[config.mk]
export PLATFORM = sky130hd
export DESIGN_NAME = sss_isqrt
export DESIGN_NICKNAME = d
export VERILOG_FILES = /design/src/hdl/sss_pkg.sv /design/src/hdl/sss_isqrt.sv
export SDC_FILE = /design/constraint.sdc
export NUM_CORES = 1
export LEC_CHECK = 0
export ABC_AREA = 1
export BUFFER_PORTS_ARGS = -buffer_cell sky130_fd_sc_hd__buf_2
export CORE_MARGIN = 2
export CORE_UTILIZATION = 31
export DETAILED_ROUTE_END_ITERATION = 16
export MAX_ROUTING_LAYER = met4
export PLACE_DENSITY = 0.48
export SETUP_SLACK_MARGIN = 0.4
export SYNTH_ARGS = -nofsm -noshare
export SYNTH_HDL_FRONTEND = slang
export SYNTH_SLANG_ARGS = --single-unit
[constraint.sdc]
create_clock -name i_clk -period 6.5 [get_ports i_clk]
set_input_delay 0.325 -clock i_clk [delete_from_list [all_inputs] [get_ports i_clk]]
set_output_delay 0.325 -clock i_clk [all_outputs]
set_load 0.005 [all_outputs]
[src/hdl/sss_pkg.sv]
// Shared types and constants of the sample set statistics block.
// No dependencies.
package sss_pkg;

    // Fixed field widths of the item and result payloads
    localparam int IN_SAMPLE_W   = 24;
    localparam int COUNT_FIELD_W = 13;
    localparam int MEAN_FIELD_W  = 40;
    localparam int STD_FIELD_W   = 32;
    localparam int MEAN_FRAC     = 16;
    localparam int VAR_FRAC      = 16;
    localparam int SQRT_IN_W     = 64;
    localparam int SQRT_OUT_W    = 32;

    // Percentile ranks in per mille
    localparam int PCT_N      = 5;
    localparam int PCT_K_W    = 10;
    localparam int P999_MIN_N = 1000;
    localparam logic [PCT_K_W-1:0] PCT_K [PCT_N] =
        '{10'd500, 10'd900, 10'd950, 10'd990, 10'd999};

    // Divide by 1000 as multiply by ceil(2^38 / 1000) and shift; exact below 2^32
    localparam int PCT_RECIP = 274877907;
    localparam int PCT_SHIFT = 38;

    typedef struct packed {
        logic [IN_SAMPLE_W-1:0] sample;
        logic                   has_sample;
        logic                   last;
    } t_in_item;

    typedef struct packed {
        logic [COUNT_FIELD_W-1:0] sample_count;
        logic [IN_SAMPLE_W-1:0]   minimum;
        logic [IN_SAMPLE_W-1:0]   maximum;
        logic [MEAN_FIELD_W-1:0]  mean_q16;
        logic [STD_FIELD_W-1:0]   std_dev_q8;
        logic [IN_SAMPLE_W-1:0]   pct50;
        logic [IN_SAMPLE_W-1:0]   pct90;
        logic [IN_SAMPLE_W-1:0]   pct95;
        logic [IN_SAMPLE_W-1:0]   pct99;
        logic [IN_SAMPLE_W-1:0]   pct999;
        logic                     overflowed;
    } t_out_item;

    typedef enum logic [3:0] {
        S_IDLE,
        S_MEAN,
        S_NS2,
        S_S1SQ,
        S_NN,
        S_VAR,
        S_SQRT,
        S_IDXM,
        S_IDXD,
        S_SCAN,
        S_FINISH
    } t_state;

    typedef enum logic {
        OP_MUL,
        OP_DIV
    } t_md_op;

    typedef struct packed {
        logic   start;
        t_md_op op;
    } t_md_cmd;

endpackage

[src/hdl/sss_isqrt.sv]
// Sequential integer square root, two result bits per step pair, one step per cycle.
// Depends on sss_pkg.
module sss_isqrt import sss_pkg::*; (
    input  logic                  i_clk,
    input  logic                  i_rst_n,
    input  logic                  i_start,
    input  logic [SQRT_IN_W-1:0]  i_x,
    output logic                  o_done,
    output logic [SQRT_OUT_W-1:0] o_root
);
    logic                 r_busy;
    logic                 r_done;
    logic [SQRT_IN_W-1:0] r_x;
    logic [SQRT_IN_W-1:0] r_root;
    logic [SQRT_IN_W-1:0] r_bit;
    logic [SQRT_IN_W-1:0] trial;

    assign trial = r_root + r_bit;

    // Control: run until the test bit has shifted out
    always_ff @(posedge i_clk) begin
        if (!i_rst_n) begin
            r_busy <= 1'b0;
            r_done <= 1'b0;
        end else begin
            r_done <= 1'b0;
            if (i_start) begin
                r_busy <= 1'b1;
            end else if (r_busy && r_bit == SQRT_IN_W'(1)) begin
                r_busy <= 1'b0;
                r_done <= 1'b1;
            end
        end
    end

    // Datapath: subtract the trial value when it fits
    always_ff @(posedge i_clk) begin
        if (i_start) begin
            r_x    <= i_x;
            r_root <= '0;
            r_bit  <= SQRT_IN_W'(1) << (SQRT_IN_W - 2);
        end else if (r_busy) begin
            if (r_x >= trial) begin
                r_x    <= r_x - trial;
                r_root <= (r_root >> 1) + r_bit;
            end else begin
                r_root <= r_root >> 1;
            end
            r_bit <= r_bit >> 2;
        end
    end

    assign o_done = r_done;
    assign o_root = r_root[SQRT_OUT_W-1:0];
endmodule

After elaboration in Yosys (flattened, before gate mapping)

Cells that the tools add are included.
Widths: inputs -> output; s select.

Flip-flop bits (word level): 162
Output and inout bits: 33
Word-level logic and storage cells: 24
Input port bits: 67

Equal/unequal tests: 1
$lt $le $gt $ge: 1
Multiplexer cells: 7
Bitwise logic cells: 1
Add/sub/neg operators: 3
Reduce and logical (&&, ||, !) cells: 6

Operators by type and width:

| kind                | count |
|---|---|
| $mux 64             | 4 |
| $add 63x63->64      | 1 |
| $add 64x63->64      | 1 |
| $ge 64x64->1        | 1 |
| $sub 64x64->64      | 1 |
| $eq 32x1->1 const B | 1 |
| $reduce_bool 2->1   | 3 |
| $mux 1              | 3 |
| $reduce_and 2->1    | 1 |
| $reduce_or 2->1     | 1 |
| $logic_and 1x1->1   | 1 |
| $not 1->1           | 1 |

Longest topological paths before layout

Gate-level depths: netlist (run 1).

Word-level depth: 5
Depth in mapped cells: 29

Worst setup path before layout (run 1)

OpenSTA, ideal clock, no wires.

Path kind: reg-to-reg
Start: register r_bit[14]
End: register r_x[0] (enable)
Stages on the path, launching flop included: 22
Setup slack: 1544 ps
Arrival: 4532 ps
Data required time: 6076 ps
Cells stage by stage: dfxtp_1 ha_1 nand2_1 o21ai_0 nand2_1 o21ai_0 o21bai_2 nand2_1 nand2_1 nand4_1 nand3b_1 nand2_1 ha_1 nand2_1 nor3_1 nand2_1 nor3_2 nand2_4 nand2_4 nand2_4 buf_6 nand2_1

Cells in the longest elaborated chain, start to end: 4

Ends and longest elaborated chain:

| what                               | RTL line        | text |
|---|---|---|
| start, declared                    | sss_isqrt.sv:15 | `logic [SQRT_IN_W-1:0] r_bit;` |
| start signal, assigned             | sss_isqrt.sv:41 | `r_bit <= SQRT_IN_W'(1) << (SQRT_IN_W - 2);` |
| start signal, assigned             | sss_isqrt.sv:49 | `r_bit <= r_bit >> 2;` |
| $add 64x63->64                     | sss_isqrt.sv:18 | `assign trial = r_root + r_bit;` |
| $ge 64x64->1                       | sss_isqrt.sv:43 | `if (r_x >= trial) begin` |
| $reduce_bool 2->1 (no source line) | n/a             |  |
| $reduce_and 2->1 (no source line)  | n/a             |  |
| end signal, assigned               | sss_isqrt.sv:39 | `r_x <= i_x;` |
| end signal, assigned               | sss_isqrt.sv:44 | `r_x <= r_x - trial;` |
| end, declared                      | sss_isqrt.sv:13 | `logic [SQRT_IN_W-1:0] r_x;` |

Every way passes these cells.
A chain may end at the register's enable or synchronous reset.

Final worst setup path (run 1)

Start: register r_root[30]
End: register r_root[15]

Cells in the longest elaborated chain, start to end: 3

Ends and longest elaborated chain:

| what                   | RTL line        | text |
|---|---|---|
| start, declared        | sss_isqrt.sv:14 | `logic [SQRT_IN_W-1:0] r_root;` |
| start signal, assigned | sss_isqrt.sv:45 | `r_root <= (r_root >> 1) + r_bit;` |
| start signal, assigned | sss_isqrt.sv:47 | `r_root <= r_root >> 1;` |
| $add 64x63->64         | sss_isqrt.sv:18 |  |
| $ge 64x64->1           | sss_isqrt.sv:43 |  |
| $mux 64                | sss_isqrt.sv:43 |  |

Every way passes these cells.

==> flow_metrics.tcl, run 1 <==
set metrics [dict create \
    status "completed" \
    yosysSeqAreaShare 0.194 \
    htree_levels 4 \
    initial_core_util 0.312 \
    worst-path-buf-inv 1 \
    drtAntennaViolNets 0 \
    drc 0 \
    final_area_um2 21800 \
    cts-root-buf "clkbuf_16" \
    rr_worst_depth 22 \
    grt_pass1_wl_um 127000 \
    synth_async_sr_flop_share 0 \
    clock_skew_ns 0.0150 \
    vias 22400 \
    io_pins 100 \
    vdd_drop_max_v 0.000294 \
    clockBufferDepth 2 \
    required_ns 6.94 \
    max_stage_delay_ns 0.66 \
    setup_viol 0 \
    hold_buffers 0 \
    setup-tns-final_ns 0 \
    netlist.top_cell.by_area "nand2_1" \
    cp-start-kind "flop" \
    dp_hpwl_um 70300 \
    cts_resized 0 \
    crit_family "simple AND/OR/NAND/NOR gates" \
    cts_setup_buffers 0 \
    post_synth.cell_area_avg_um2 5.62 \
    tightest_slew_ns 0.981 \
    r2r_slack_ns 0.64 \
    antenna_found_initial 1 \
    path_common_cell "nand2_1" \
    synth-seq-cells 162 \
    leakage_nw 9.85 \
    postPlaceCellArea_um2 21200 \
    fin_nets 3793 \
    hold_path.class "in2reg" \
    drive_gt1_frac 0.0552 \
    synth_ff_type "dfxtp_1" \
    die_area_um2 66700 \
    firstDrtPassIters 6 \
    yosysWarnings 0 \
    cts.sinks 162 \
    path_clk_slew_ns 0.08 \
    gr-total-overflow 0 \
    synth.most_common_cell "nand2_1" \
    hold_start "i_rst_n" \
    row_count 93 \
    cts_tree "built" \
    fp.dieH_um 258 \
    slew_violations 0 \
    clk_latency_ns 0.52 \
    max_freq_mhz 171 \
    drv_cap 0 \
    synthesis.instances 3564 \
    synth_commonest_cells "nand2_1, inv_1, nor2_1" \
    synth_area_leaders "nand2_1, dfxtp_1, edfxtp_1" \
    portBuffers 99 \
    rsz0062_at_grt "false" \
    cts_buffers 17 \
    cp_max_fo 70 \
    core_um2 64200 \
    vias_per_cell 5.01 \
    hold_viol_final 0 \
    min_to "r_busy" \
    slew_headroom 0.344 \
    gp_congestion 1.01 \
    drt_iter0_markers 1677 \
    powerDensity_nw_per_um2 425 \
    timing.rr.end "r_root[15]" \
    period_share 0.901 \
    synth.net_count 3762 \
    crit_path_end_kind "flop" \
    worst-setup-path-type "reg2reg" \
    path_cells "ha_1, nand2_1, o21ai_0, nand2_1, o21ai_0, a21oi_1, o21ai_0, a21oi_1, nand3b_1, nand2_1, ha_1, nand2_1, nor3_1, nand2_1, nor3_2, nand2_4, nand2_4, buf_4, nand2_1, nand2_1, nand2_1, a21oi_1" \
    wire_per_inst_um 19.0 \
    period_minus_slack_ns 5.86 \
    cp.arrival_ns 6.30 \
    synth.top_cell.area_share 0.226 \
    reg2reg_from "r_root[30]" \
    ys_types 50 \
    syn2layout_area_growth_pct 8.68 \
    holdPathStages 3 \
    grt_pass1_vias 21800 \
    die_x_um 258 \
    synth_edf_count 64 \
    grt_max_degree 82 \
    grt_util_all_layers 0.259 \
    wirelength_um 84900 \
    slowest_stage "buf_4" \
    syn_area_um2 20000 \
]
## cell type report
class,instances,area (µm²)
fill,7550,42500
sequential,162,3890
timing repair buffer,124,698
multi-input combinational,2784,13600
antenna,2,5.00
tap,855,1070
clock buffer,19,443
clock inverter,13,133
inverter,506,1900
## power breakdown
part	switching (mW)	internal (mW)	total, mW	leakage (nW)
clock	0.566	0.521	1.09	0.282
combinational	4.23	2.06	6.29	8.12
sequential	0.399	1.48	1.88	1.44
total	5.19	4.06	9.25	9.85
## worst max-delay path by stage
stage | start | endpoint | slack, ns | cells after the start
after floorplan | r_bit[14] | r_x[0] | 1.54 | 21
after global placement | r_root[30] | r_root[13] | 0.82 | 22
after detailed placement | r_root[30] | r_root[54] | 0.88 | 21
after CTS | r_root[30] | r_root[54] | 0.83 | 21
after global routing | r_root[10] | r_root[15] | 0.45 | 27
final | r_root[30] | r_root[15] | 0.64 | 22
## sequential cells by signal, summed over array words and instances (netlist names)
signal,cells
r_root,64
r_x,64
r_bit,32
o_done,1
r_busy,1
## metrics by stage
stage          power, mW  hold WS (ns)  cells   util  setup slack, ns
4_1_cts             9.17        0.0214   4463  0.339            0.826
3_5_place_dp        8.06         0.483   4431  0.330            0.881
5_1_grt             10.0        0.0515   4464  0.339            0.446
6_report            9.25        0.0427   4465  0.339            0.641
3_3_place_gp        8.09         0.481   4431  0.330            0.823
2_1_floorplan       6.20         0.452   3564      -             1.54
## tightest hold or removal path, stage by stage
cell	delay [ns]
buf_2	0.10
nand2_1	0.05
nor2_1	0.04
## layout by cell type (no fill, tap or decap), types with 22 or more instances in the layout
master and count:
nand2_1 1207, inv_1 501, nor2_1 431, nand3_1 280
a21oi_1 217, o21ai_0 166, ha_1 130, buf_2 98
dfxtp_1 97, edfxtp_1 64, xnor2_1 48, xor2_1 48
nor3_1 44, nand4_1 36, nand3b_1 26, o21bai_1 25
buf_4 25, o21ai_1 22
## per-layer routing
layer,vias up,GRT usage,wire (µm)
met5,-,-,0
met4,0,0.0962,2970
met3,128,0.0250,3630
met2,563,0.421,39200
met1,10300,0.333,39100
li1,11400,-,-
## cell families (layout without fill, tap and decap cells)
group / after synthesis / count (layout) / share of synthesized area
and+or+nand+nor: 2070 / 2070 / 0.424
buffers and inverters: 618 / 662 / 0.125
AOI/OAI and AO/OA: 487 / 487 / 0.132
DFF: 162 / 162 / 0.194
adders and majority gates: 131 / 131 / 0.0822
xor gates and xnor gates: 96 / 96 / 0.0420
other: 0 / 2 / 0
Note: power is estimated with default switching activity, not from simulation.
==> run 2: changes to the inputs <==
Settings changed: BUFFER_PORTS_ARGS -buffer_cell sky130_fd_sc_hd__buf_2 to not set, CORE_UTILIZATION 31 to 60, DONT_BUFFER_PORTS set to 1, MAX_ROUTING_LAYER met4 to not set, PLACE_DENSITY 0.48 to 0.78.
==> run 2 against run 1 <==
  * Combinational power is 2% lower
  * Critical path depth is 1 higher
  * Sequential share of layout area is 0.87 points higher
  * Clock power is 6% lower
  * Via count is 4.9% higher
  * Power is 2.5% lower
  * Routed wire length is 8.3% lower
  * Worst hold slack worse by 0.020 ns
==> flow_metrics.tcl, run 2 (synthesized netlist as in run 1, its figures left out) <==
set metrics [dict create \
    fin_nets 3693 \
    vdd_drop_max_v 0.000331 \
    slew_headroom 0.273 \
    top_regs "r_root: 64 flops, r_x: 64 flops, r_bit: 32 flops" \
    rsz0062_at_grt "false" \
    drc 0 \
    grt_pass1_vias 22300 \
    clk_latency_ns 0.48 \
    fp.dieH_um 187 \
    initial_core_util 0.613 \
    clockBufferDepth 2 \
    cp-start-kind "flop" \
    clock_skew_ns 0.0170 \
    fin_ws_ns 0.694 \
    core_um2 32700 \
    period_minus_slack_ns 5.81 \
    timing.hold.ws_ns 0.0232 \
    setup-tns-final_ns 0 \
    drive_gt1_frac 0.0282 \
    power_mw 9.03 \
    path_clk_slew_ns 0.08 \
    status "completed" \
    grt_util_all_layers 0.436 \
    final-instance-count-excl-fill 3949 \
    reg2reg_from "r_root[10]" \
    grt_max_degree 92 \
    final_common_cell "nand2_1" \
    n_fill_cell 3270 \
    gp_congestion 1.12 \
    drt_iter0_markers 3001 \
    gr-total-overflow 0 \
    rr_worst_depth 23 \
    crit_path_end_kind "flop" \
    drv_cap 0 \
    antenna_found_initial 0 \
    setup_viol 0 \
    die_x_um 187 \
    period_share 0.893 \
    crit_start "r_root[10]" \
    final_area_um2 20700 \
    htree_levels 4 \
    hold_path.class "in2reg" \
    layout_common_cells "nand2_1, inv_1, nor2_1" \
    slew_violations 0 \
    worst-setup-path-type "reg2reg" \
    antenna_cells 0 \
    wire_per_inst_um 19.7 \
    max_freq_mhz 172 \
    portBuffers 0 \
    io_pins 100 \
    hold_viol_final 0 \
    wirelength_um 77900 \
    cts-root-buf "clkbuf_16" \
    required_ns 6.62 \
    die_area_um2 34900 \
    vias_per_cell 5.95 \
    vias 23500 \
    cts.sinks 162 \
    dp_hpwl_um 61400 \
    postPlaceCellArea_um2 20200 \
    cts_buffers 17 \
    cts_tree "built" \
    cp_max_fo 64 \
    powerDensity_nw_per_um2 435 \
    fin_util 0.635 \
    leakage_nw 9.41 \
    crit_path_end "r_x[4]" \
    r2r_slack_ns 0.69 \
    grt_pass1_wl_um 119000 \
    row_count 66 \
    drtAntennaViolNets 0 \
    dpl.cell_count 3916 \
    timing.rr.end "r_x[4]" \
    firstDrtPassIters 7 \
    cp.arrival_ns 5.92 \
    syn2layout_area_growth_pct 3.55 \
    tightest_slew_ns 1.09 \
    post-place-ws_ns 0.720 \
]
run 2: cell count changes in the layout (fill, tap and decap cells not counted), moves of 2 or more:
cell	delta
buf_2	-98
inv_8	-2
clkinv_2	+2
buf_4	-4
diode_2	-2
run 2: how the worst min path moves through the flow:
| stage | from | end | depth (start not counted) |
|---|---|---|---|
| after floorplan | i_rst_n | r_busy | 2 |
| after global placement | i_start | r_root[24] | 1 |
| after detailed placement | i_start | r_root[23] | 1 |
| after CTS | i_rst_n | o_done | 1 |
| after global routing | i_rst_n | o_done | 1 |
| final | i_rst_n | o_done | 1 |
run 2: what timing repair did:
item / 4_1_cts / 5_1_grt
setup buffers: 0 / 0
hold buffers: 2 / 0
endpoints found under the hold margin: 51 / 0
gates resized for setup: 0 / 2
endpoints found under the setup margin: 0 / 65
run 2: worst max-delay path, stage by stage, from the launching register on:
cell,delay [ns]
dfxtp_1,0.30
buf_4,0.17
ha_1,0.38
nand2_1,0.09
o21ai_1,0.30
nor2_1,0.10
nand2_1,0.07
o21ai_0,0.20
o21ai_2,0.34
nand2_1,0.12
nand2_1,0.16
nand2_1,0.14
nand2_1,0.12
xnor2_1,0.14
ha_1,0.45
nand2_1,0.12
nor2_1,0.27
nand2_1,0.16
nor3_2,0.24
nand2_4,0.33
nand2_8,0.34
nand2_4,0.25
nand2_2,0.17
buf_12,0.30
run 2: metal layers:
metal / part of all wire / routed length (µm) / vias up / GRT usage
met4: 0.069 / 5410 / 0 / 0.268
met2: 0.45 / 35300 / 1508 / 0.726
met5: 0 / 0 / - / 0
met1: 0.38 / 29300 / 10500 / 0.529
li1: - / - / 11200 / -
met3: 0.10 / 7930 / 293 / 0.0675
run 2: where the power goes:
part / switching (mW) / leakage [nW] / internal (mW)
clock: 0.522 / 0.275 / 0.499
sequential: 0.371 / 1.44 / 1.48
combinational: 4.14 / 7.69 / 2.02
run 2: final cells by class:
cell class / count / area, µm² / area share
Clock buffer: 17 / 425 / 0.0205
Clock inverter: 14 / 116 / 0.00561
Inverter: 506 / 1900 / 0.0915
Multi-Input combinational cell: 2784 / 13700 / 0.658
Sequential cell: 162 / 3880 / 0.187
Tap cell: 442 / 553 / 0.0267
Timing Repair Buffer: 24 / 215 / 0.0104
